$ cat config.mk
export PLATFORM = sky130hd
export DESIGN_NAME = worst_fit_block_allocator
export DESIGN_NICKNAME = d
export VERILOG_FILES = /design/src/sv/wfba_pkg.sv /design/src/sv/wfba_ram.sv /design/src/sv/wfba_scan.sv /design/src/sv/worst_fit_block_allocator.sv
export SDC_FILE = /design/constraint.sdc
export NUM_CORES = 1
export LEC_CHECK = 0
export ABC_AREA = 1
export BUFFER_PORTS_ARGS = -buffer_cell sky130_fd_sc_hd__buf_4
export CAP_MARGIN = 10
export CORE_MARGIN = 5
export CORE_UTILIZATION = 44
export CTS_BUF_LIST = sky130_fd_sc_hd__clkbuf_16
export DETAILED_ROUTE_END_ITERATION = 16
export MAX_ROUTING_LAYER = met4
export SLEW_MARGIN = 15
export SYNTH_ARGS = -nofsm -noshare
export SYNTH_HDL_FRONTEND = slang
export SYNTH_SLANG_ARGS = --single-unit
$ cat constraint.sdc
create_clock -name i_clk -period 4.82 [get_ports i_clk]
set_input_delay 0.964 -clock i_clk [delete_from_list [all_inputs] [get_ports i_clk]]
set_output_delay 0.964 -clock i_clk [all_outputs]
set_load 0.005 [all_outputs]
$ cat src/sv/wfba_pkg.sv
`timescale 1ns / 1ps
// Shared package for the worst-fit block allocator: sizes, status codes,
// controller states and the structs between the controller and the scan unit.
// No dependencies.
package wfba_pkg;

    localparam int MAX_BLOCKS = 16;
    localparam int SIZE_BITS  = 16;
    localparam int SLOT_BITS  = $clog2(MAX_BLOCKS);
    localparam int CNT_BITS   = $clog2(MAX_BLOCKS + 1);
    localparam int LABEL_BITS = 16;

    localparam logic KIND_ADD = 1'b0;
    localparam logic KIND_REQ = 1'b1;

    typedef enum logic [1:0] {
        ST_ADDED   = 2'd0,
        ST_GRANTED = 2'd1,
        ST_NONE    = 2'd2,
        ST_FULL    = 2'd3
    } t_status;

    typedef enum logic [2:0] {
        S_IDLE,
        S_SCAN,
        S_DRAIN,
        S_PICK,
        S_LATCH,
        S_FIN
    } t_state;

    typedef struct packed {
        logic                 clr;
        logic                 vld;
        logic [SLOT_BITS-1:0] slot;
    } t_scan_ctl;

    typedef struct packed {
        logic                 found;
        logic [SLOT_BITS-1:0] slot;
        logic [SIZE_BITS-1:0] left;
    } t_scan_res;

endpackage

$ cat src/sv/wfba_ram.sv
`timescale 1ns / 1ps
// Generic single-write, single-read synchronous RAM with a registered read.
// No dependencies.
module wfba_ram #(
    parameter int W = 16,
    parameter int D = 16
) (
    input  logic                 i_clk,
    input  logic                 i_we,
    input  logic [$clog2(D)-1:0] i_waddr,
    input  logic [W-1:0]         i_wdata,
    input  logic [$clog2(D)-1:0] i_raddr,
    output logic [W-1:0]         o_rdata
);

    logic [W-1:0] r_mem [D];
    logic [W-1:0] r_rdata;

    always_ff @(posedge i_clk) begin
        if (i_we) begin
            r_mem[i_waddr] <= i_wdata;
        end
        r_rdata <= r_mem[i_raddr];
    end

    assign o_rdata = r_rdata;

endmodule

$ cat src/sv/wfba_scan.sv
`timescale 1ns / 1ps
// Worst-fit scan unit: folds one free size per cycle into the running best.
// Depends on wfba_pkg.
module wfba_scan (
    input  logic                          i_clk,
    input  logic                          i_rst_n,
    input  wfba_pkg::t_scan_ctl           i_ctl,
    input  logic [wfba_pkg::SIZE_BITS-1:0] i_amount,
    input  logic [wfba_pkg::SIZE_BITS-1:0] i_rdata,
    output wfba_pkg::t_scan_res           o_res
);

    logic                           r_found;
    logic [wfba_pkg::SLOT_BITS-1:0] r_slot;
    logic [wfba_pkg::SIZE_BITS-1:0] r_left;
    logic [wfba_pkg::SIZE_BITS-1:0] w_left;
    logic                           w_take;

    assign w_left = i_rdata - i_amount;
    // A slot is taken if it fits and strictly beats the best so far, so the
    // lowest slot wins a tie.
    assign w_take = i_ctl.vld && (i_amount <= i_rdata) && (!r_found || (w_left > r_left));

    always_ff @(posedge i_clk) begin
        if (!i_rst_n) begin
            r_found <= 1'b0;
        end else if (i_ctl.clr) begin
            r_found <= 1'b0;
        end else if (w_take) begin
            r_found <= 1'b1;
        end
    end

    always_ff @(posedge i_clk) begin
        if (w_take) begin
            r_slot <= i_ctl.slot;
            r_left <= w_left;
        end
    end

    assign o_res.found = r_found;
    assign o_res.slot  = r_slot;
    assign o_res.left  = r_left;

endmodule

$ cat src/sv/worst_fit_block_allocator.sv
`timescale 1ns / 1ps
// Worst-fit block allocator top level: controller, table memories, output stage.
// Depends on wfba_pkg, wfba_ram and wfba_scan.
//
// Usage. Items enter on the input channel (i_valid / o_stall) and one result
// item leaves on the output channel (o_valid / i_stall) for every input item.
// An item is taken at a clock edge where valid is high and stall is low.
// An add item (kind 0) appends a block with its label and size to the next
// slot, or answers "table full" once every slot is loaded. A request item
// (kind 1) scans the loaded slots for the block that leaves the most space
// after the request, lowest slot first on a tie, and subtracts the request.
// Add items and requests on an empty table go straight to the hand-off.
// A granted request makes one free-size memory read per loaded slot, folds
// in the last read, then does the pick, the label read and the hand-off to
// the output register. A request that no block can hold skips the label read.
// The rate is set by the single read port of the free-size memory.
// The output register holds a finished result while the receiver stalls, so
// the next item is accepted and worked on meanwhile; it waits only at the
// hand-off until the previous result is taken.
// Reset (synchronous, active low) empties the table and drops any pending
// result. The table memories are never cleared: only loaded slots are read.
module worst_fit_block_allocator (
    input  logic        i_clk,
    input  logic        i_rst_n,
    input  logic        i_valid,
    output logic        o_stall,
    input  logic        i_kind,
    input  logic [15:0] i_block_label,
    input  logic [15:0] i_amount,
    input  logic [15:0] i_request_id,
    output logic        o_valid,
    input  logic        i_stall,
    output logic [1:0]  o_status,
    output logic [15:0] o_echo_id,
    output logic [15:0] o_granted_label,
    output logic [3:0]  o_granted_slot,
    output logic [15:0] o_free_left
);

    localparam int SB = wfba_pkg::SIZE_BITS;
    localparam int AB = wfba_pkg::SLOT_BITS;
    localparam int CB = wfba_pkg::CNT_BITS;
    localparam int LB = wfba_pkg::LABEL_BITS;

    // Control state.
    wfba_pkg::t_state r_state, n_state;
    logic [CB-1:0]    r_used, n_used;
    logic             r_out_valid, n_out_valid;
    logic             r_dv;

    // Working and result payload.
    logic [AB-1:0]    r_idx, n_idx;
    logic [AB-1:0]    r_dslot;
    logic [SB-1:0]    r_amount, n_amount;
    logic [15:0]      r_echo, n_echo;
    wfba_pkg::t_status r_res_status, n_res_status;
    logic [LB-1:0]    r_res_label, n_res_label;
    logic [AB-1:0]    r_res_slot, n_res_slot;
    logic [SB-1:0]    r_res_left, n_res_left;
    logic [1:0]       r_out_status;
    logic [15:0]      r_out_echo;
    logic [15:0]      r_out_label;
    logic [3:0]       r_out_slot;
    logic [15:0]      r_out_left;

    // Handshake and memory signals.
    logic             w_in_acc;
    logic             w_full;
    logic             w_load;
    logic [CB-1:0]    w_used_m1;
    logic [SB-1:0]    w_amount_sz;
    logic             w_add_wr;
    logic             w_free_we;
    logic [AB-1:0]    w_free_waddr;
    logic [SB-1:0]    w_free_wdata;
    logic [SB-1:0]    w_free_rdata;
    logic [LB-1:0]    w_label_rdata;
    logic             w_clr;
    wfba_pkg::t_scan_ctl w_scan_ctl;
    wfba_pkg::t_scan_res w_scan_res;

    assign o_stall     = (r_state != wfba_pkg::S_IDLE);
    assign w_in_acc    = i_valid && !o_stall;
    assign w_full      = (r_used == CB'(wfba_pkg::MAX_BLOCKS));
    assign w_used_m1   = r_used - CB'(1);
    assign w_amount_sz = SB'(i_amount);

    // An add is written into both tables in the cycle it is accepted.
    assign w_add_wr = w_in_acc && (i_kind == wfba_pkg::KIND_ADD) && !w_full;
    assign w_clr    = w_in_acc && (i_kind == wfba_pkg::KIND_REQ);

    // The free-size table has one write port, shared by appends and by the
    // write-back of a grant; the two never fall in the same state.
    always_comb begin
        w_free_we    = 1'b0;
        w_free_waddr = r_used[AB-1:0];
        w_free_wdata = w_amount_sz;
        if (w_add_wr) begin
            w_free_we = 1'b1;
        end else if (r_state == wfba_pkg::S_PICK && w_scan_res.found) begin
            w_free_we    = 1'b1;
            w_free_waddr = w_scan_res.slot;
            w_free_wdata = w_scan_res.left;
        end
    end

    wfba_ram #(.W(SB), .D(wfba_pkg::MAX_BLOCKS)) u_free_ram (
        .i_clk   (i_clk),
        .i_we    (w_free_we),
        .i_waddr (w_free_waddr),
        .i_wdata (w_free_wdata),
        .i_raddr (r_idx),
        .o_rdata (w_free_rdata)
    );

    // The label table is read at the chosen slot; the data is taken in the
    // cycle after the pick.
    wfba_ram #(.W(LB), .D(wfba_pkg::MAX_BLOCKS)) u_label_ram (
        .i_clk   (i_clk),
        .i_we    (w_add_wr),
        .i_waddr (r_used[AB-1:0]),
        .i_wdata (i_block_label),
        .i_raddr (w_scan_res.slot),
        .o_rdata (w_label_rdata)
    );

    assign w_scan_ctl.clr  = w_clr;
    assign w_scan_ctl.vld  = r_dv;
    assign w_scan_ctl.slot = r_dslot;

    wfba_scan u_scan (
        .i_clk    (i_clk),
        .i_rst_n  (i_rst_n),
        .i_ctl    (w_scan_ctl),
        .i_amount (r_amount),
        .i_rdata  (w_free_rdata),
        .o_res    (w_scan_res)
    );

    // The pending result moves to the output register once that is free.
    assign w_load = (r_state == wfba_pkg::S_FIN) && (!r_out_valid || !i_stall);

    always_comb begin
        n_state      = r_state;
        n_used       = r_used;
        n_idx        = r_idx;
        n_amount     = r_amount;
        n_echo       = r_echo;
        n_res_status = r_res_status;
        n_res_label  = r_res_label;
        n_res_slot   = r_res_slot;
        n_res_left   = r_res_left;
        n_out_valid  = r_out_valid && i_stall;
        case (r_state)
            wfba_pkg::S_IDLE: begin
                if (w_in_acc) begin
                    n_echo      = i_request_id;
                    n_amount    = w_amount_sz;
                    n_res_label = '0;
                    n_res_slot  = '0;
                    n_res_left  = '0;
                    n_idx       = '0;
                    n_state     = wfba_pkg::S_FIN;
                    if (i_kind == wfba_pkg::KIND_ADD) begin
                        if (w_full) begin
                            n_res_status = wfba_pkg::ST_FULL;
                        end else begin
                            n_res_status = wfba_pkg::ST_ADDED;
                            n_res_slot   = r_used[AB-1:0];
                            n_res_left   = w_amount_sz;
                            n_used       = r_used + CB'(1);
                        end
                    end else begin
                        n_res_status = wfba_pkg::ST_NONE;
                        if (r_used != '0) begin
                            n_state = wfba_pkg::S_SCAN;
                        end
                    end
                end
            end
            wfba_pkg::S_SCAN: begin
                if (r_idx == w_used_m1[AB-1:0]) begin
                    n_state = wfba_pkg::S_DRAIN;
                end else begin
                    n_idx = r_idx + AB'(1);
                end
            end
            wfba_pkg::S_DRAIN: begin
                n_state = wfba_pkg::S_PICK;
            end
            wfba_pkg::S_PICK: begin
                if (w_scan_res.found) begin
                    n_res_status = wfba_pkg::ST_GRANTED;
                    n_res_slot   = w_scan_res.slot;
                    n_res_left   = w_scan_res.left;
                    n_state      = wfba_pkg::S_LATCH;
                end else begin
                    n_state = wfba_pkg::S_FIN;
                end
            end
            wfba_pkg::S_LATCH: begin
                n_res_label = w_label_rdata;
                n_state     = wfba_pkg::S_FIN;
            end
            wfba_pkg::S_FIN: begin
                if (w_load) begin
                    n_out_valid = 1'b1;
                    n_state     = wfba_pkg::S_IDLE;
                end
            end
            default: begin
                n_state = wfba_pkg::S_IDLE;
            end
        endcase
    end

    always_ff @(posedge i_clk) begin
        if (!i_rst_n) begin
            r_state     <= wfba_pkg::S_IDLE;
            r_used      <= '0;
            r_out_valid <= 1'b0;
            r_dv        <= 1'b0;
        end else begin
            r_state     <= n_state;
            r_used      <= n_used;
            r_out_valid <= n_out_valid;
            r_dv        <= (r_state == wfba_pkg::S_SCAN);
        end
    end

    always_ff @(posedge i_clk) begin
        r_idx        <= n_idx;
        r_dslot      <= r_idx;
        r_amount     <= n_amount;
        r_echo       <= n_echo;
        r_res_status <= n_res_status;
        r_res_label  <= n_res_label;
        r_res_slot   <= n_res_slot;
        r_res_left   <= n_res_left;
        if (w_load) begin
            r_out_status <= r_res_status;
            r_out_echo   <= r_echo;
            r_out_label  <= 16'(r_res_label);
            r_out_slot   <= 4'(r_res_slot);
            r_out_left   <= 16'(r_res_left);
        end
    end

    assign o_valid         = r_out_valid;
    assign o_status        = r_out_status;
    assign o_echo_id       = r_out_echo;
    assign o_granted_label = r_out_label;
    assign o_granted_slot  = r_out_slot;
    assign o_free_left     = r_out_left;

    // The fill count never passes the table size.
    a_used_bound: assert property (@(posedge i_clk) disable iff (!i_rst_n)
        r_used <= CB'(wfba_pkg::MAX_BLOCKS))
        else $error("slot count exceeds table size");

    // An accepted add on a table with room grows the fill count by one.
    a_add_grows: assert property (@(posedge i_clk) disable iff (!i_rst_n)
        w_add_wr |=> (r_used == $past(r_used) + CB'(1)))
        else $error("add item did not advance the slot count");

    // A chosen block always lies among the loaded slots.
    a_pick_loaded: assert property (@(posedge i_clk) disable iff (!i_rst_n)
        (r_state == wfba_pkg::S_PICK && w_scan_res.found) |->
        (CB'(w_scan_res.slot) < r_used))
        else $error("chosen slot is not loaded");

endmodule
==> impl_metrics.ini <==
[critical_path]
cp_slowest_cell = o21ai_0
cp.required_ns = 5.12
max_stage_delay_ns = 0.47
critical_path.most_common_cell = nand2_1
crit_chain = ha_1 > inv_1 > fa_1 > nand2_1 > nand2_1 > nand2_1 > o21ai_0 > nand4_1 > nand3_1 > nand2_1 > ha_1 > nand4_1 > nor2_1 > nand2_1 > nand2_1 > nand2_1 > a21oi_2 > buf_4
critPathKind = reg2reg
cp_max_fo = 12
endpoint_kind = flop
cp.arrival_ns = 4.18
start_kind = flop

[routing]
drt_first_pass_iters = 5
wl_per_cell_um = 22.2
routed-via-count = 17400
drc_errors = 0
drt-vias-per-instance = 5.49
wl_met3_mm = 5.12
met2_length_mm = 32.7
drtAntennaViolNets = 0
drtIter0Drc = 1565
highest_layer = met4
wl_met1_mm = 30.9
routed_wl_mm = 70.5

[synthesis]
syn-instance-count = 2136
synth_top_cell_by_area = edfxtp_1
synth_area_um2 = 28000
ys_types = 40
synth_nets = 2228
synth_top_area_share_pct = 70.9
synth_area_leaders = edfxtp_1 (71%), o21ai_0 (5.3%), nor2_1 (5.2%), dfxtp_1 (3.4%), o211ai_1 (2.1%)
syn_avg_cell_area_um2 = 13.1
ys_ff_latch = 707
yosys_warnings = 0
seq_area_frac_synth_pct = 74.2

[sta]
hold_viol_final = 0
clock.fmax_mhz = 258
timing.final.ws_setup_ns = 0.940
min_period_over_period_pct = 80.5
grt_setup_unrepaired = no
final.min_clock_period_ns = 3.88
slew_headroom_pct = 24.7
fin_tns_setup_ns = 0
maxSlewViolCount = 0
whs_ns = 0.402
worst_pin_slew_ns = 1.13
setup_viol = 0
fin_worst_skew_ns = 0.0350

[layout]
area_delta_synth_final_pct = 15.1
fin_nets = 2361
regArea_um2 = 20800
drive_gt1_share_pct = 14.4
fillers = 5368
postLayoutCellArea_um2 = 32200
final_util_pct = 51.1
finalNonFillerCells = 3175
multi_input_area_um2 = 6360

[placed_design]
dp_slack_ns = 0.959
hpwl_mm = 41.1
dp.cells = 3038
io_buffers = 108
gp_congestion = 0.828
placed_area_um2 = 29900

[pwr]
leakage_nw = 11.3
ir_drop_mv = 0.302
power_density_nw_per_um2 = 540
finalPower_mw = 17.4

[die]
io_pins = 109
core_area_um2 = 63000
start_util_pct = 44.4
dieWidth_um = 262
rows = 92
die_h_um = 262
die_area_um2 = 68700

[grt]
grt_pass1_vias = 16600
grt_usage_pct = 20.9
grt_max_degree = 107
antenna_found_initial = 4
grt_pass1_wl_mm = 105
grt_overflow = 0

[clocking]
clk_pin_slew_ns = 0.05
clockBufferDepth = 3
clock_sinks = 707
root_buffer = clkbuf_16
ctsResizeCount = 0
ctsHoldBuffers = 0
h-tree-depth = 3
clkLatencyLatePin_ns = 0.63
cts_buffers = 75
cts_tree = built
postCtsSetupBuffers = 0

[flow_run]
maxCapViolations = 0

[hold_path]
hold_class = reg2reg

[outcome]
status = finished clean
## cell type report
cell class                 count  share of cell area (%)
sequential                   707                    64.5
multi-input combinational   1205                    19.8
clock buffer                  77                    5.99
timing repair buffer         171                    4.03
tap                          846                    3.29
inverter                     109                    1.30
clock inverter                58                    1.12
antenna                        2                  0.0155
## registers in the layout, summed over array words and instances (netlist names), 5 cells and up
register and cells:
u_free_ram.r_mem 256, o_echo_id 16, o_granted_label 16, r_amount 16
r_echo 16, r_res_label 16, u_free_ram.o_rdata 16, u_label_ram.o_rdata 16
u_scan.r_left 16, u_label_ram.r_mem 256, r_used 5, o_free_left 16
r_res_left 16
## worst max-delay path, delay by kind of cell (launching register included)
family          cells  cell delay [ns]
compound gates      2             0.91
fa+ha+maj           3             0.73
buf+inv             2             0.39
flops               1             0.36
simple gates       11             1.19
## path summary, 6_finish.rpt
path / to / from / slack, ns / depth (start not counted)
worst max register to register: u_scan.r_slot[2]$_DFFE_PP_ / r_amount[0]$_DFFE_PP_ / 0.94 / 18
worst max-delay path: u_scan.r_slot[2]$_DFFE_PP_ / r_amount[0]$_DFFE_PP_ / 0.94 / 18
worst min-delay path: u_scan.r_slot[3]$_DFFE_PP_ / r_dslot[3]$_DFF_P_ / 0.40 / 0
worst min register to register: u_scan.r_slot[3]$_DFFE_PP_ / r_dslot[3]$_DFF_P_ / 0.40 / 0
## placed cells by master (no fill, tap or decap), drive strengths merged, types with 5 or more instances in the layout
cell / count
nand2: 156
o21ai: 319
ha: 38
buf: 171
nand3: 74
nand4: 5
nor3: 10
xnor2: 5
o211ai: 78
o22ai: 18
a21oi: 34
o221ai: 50
nor2: 397
edfxtp: 660
xor2: 7
clkinv: 29
inv: 135
dfxtp: 47
clkbuf: 77
## cells in the mapped netlist, drive strengths merged
library cell  number
a21o               2
a21oi             34
a31oi              1
buf               54
clkbuf            61
clkinv             1
dfxtp             47
edfxtp           660
fa                 1
ha                38
inv              108
mux2i              4
nand2            156
nand3             74
nand4              5
nor2             397
nor3              10
nor4               1
o211ai            78
o21a               1
o21ai            319
o21bai             2
o221ai            50
o22ai             18
o31ai              1
or2                1
xnor2              5
xor2               7
## per-layer routing
metal | vias to the layer above | track usage (%)
li1 | 8061 | -
met2 | 587 | 31.5
met5 | - | -
met4 | 0 | 5.66
met1 | 8673 | 29.1
met3 | 122 | 4.53
## report_power, final
| group | internal (mW) | switching, mW | total [mW] |
|---|---|---|---|
| combinational | 1.33 | 3.07 | 4.41 |
| clock | 3.06 | 2.30 | 5.35 |
| sequential | 7.43 | 0.180 | 7.61 |
## kinds of logic after synthesis
kind of cell               synth area share [%]
buffers and inverters                      3.39
adders and majority gates                  1.77
xor gates and xnor gates                  0.376
DFF                                        74.2
AOI/OAI and AO/OA                          10.6
and+or+nand+nor                            9.44
muxes                                     0.143
Power figures use the tool's default switching activity.
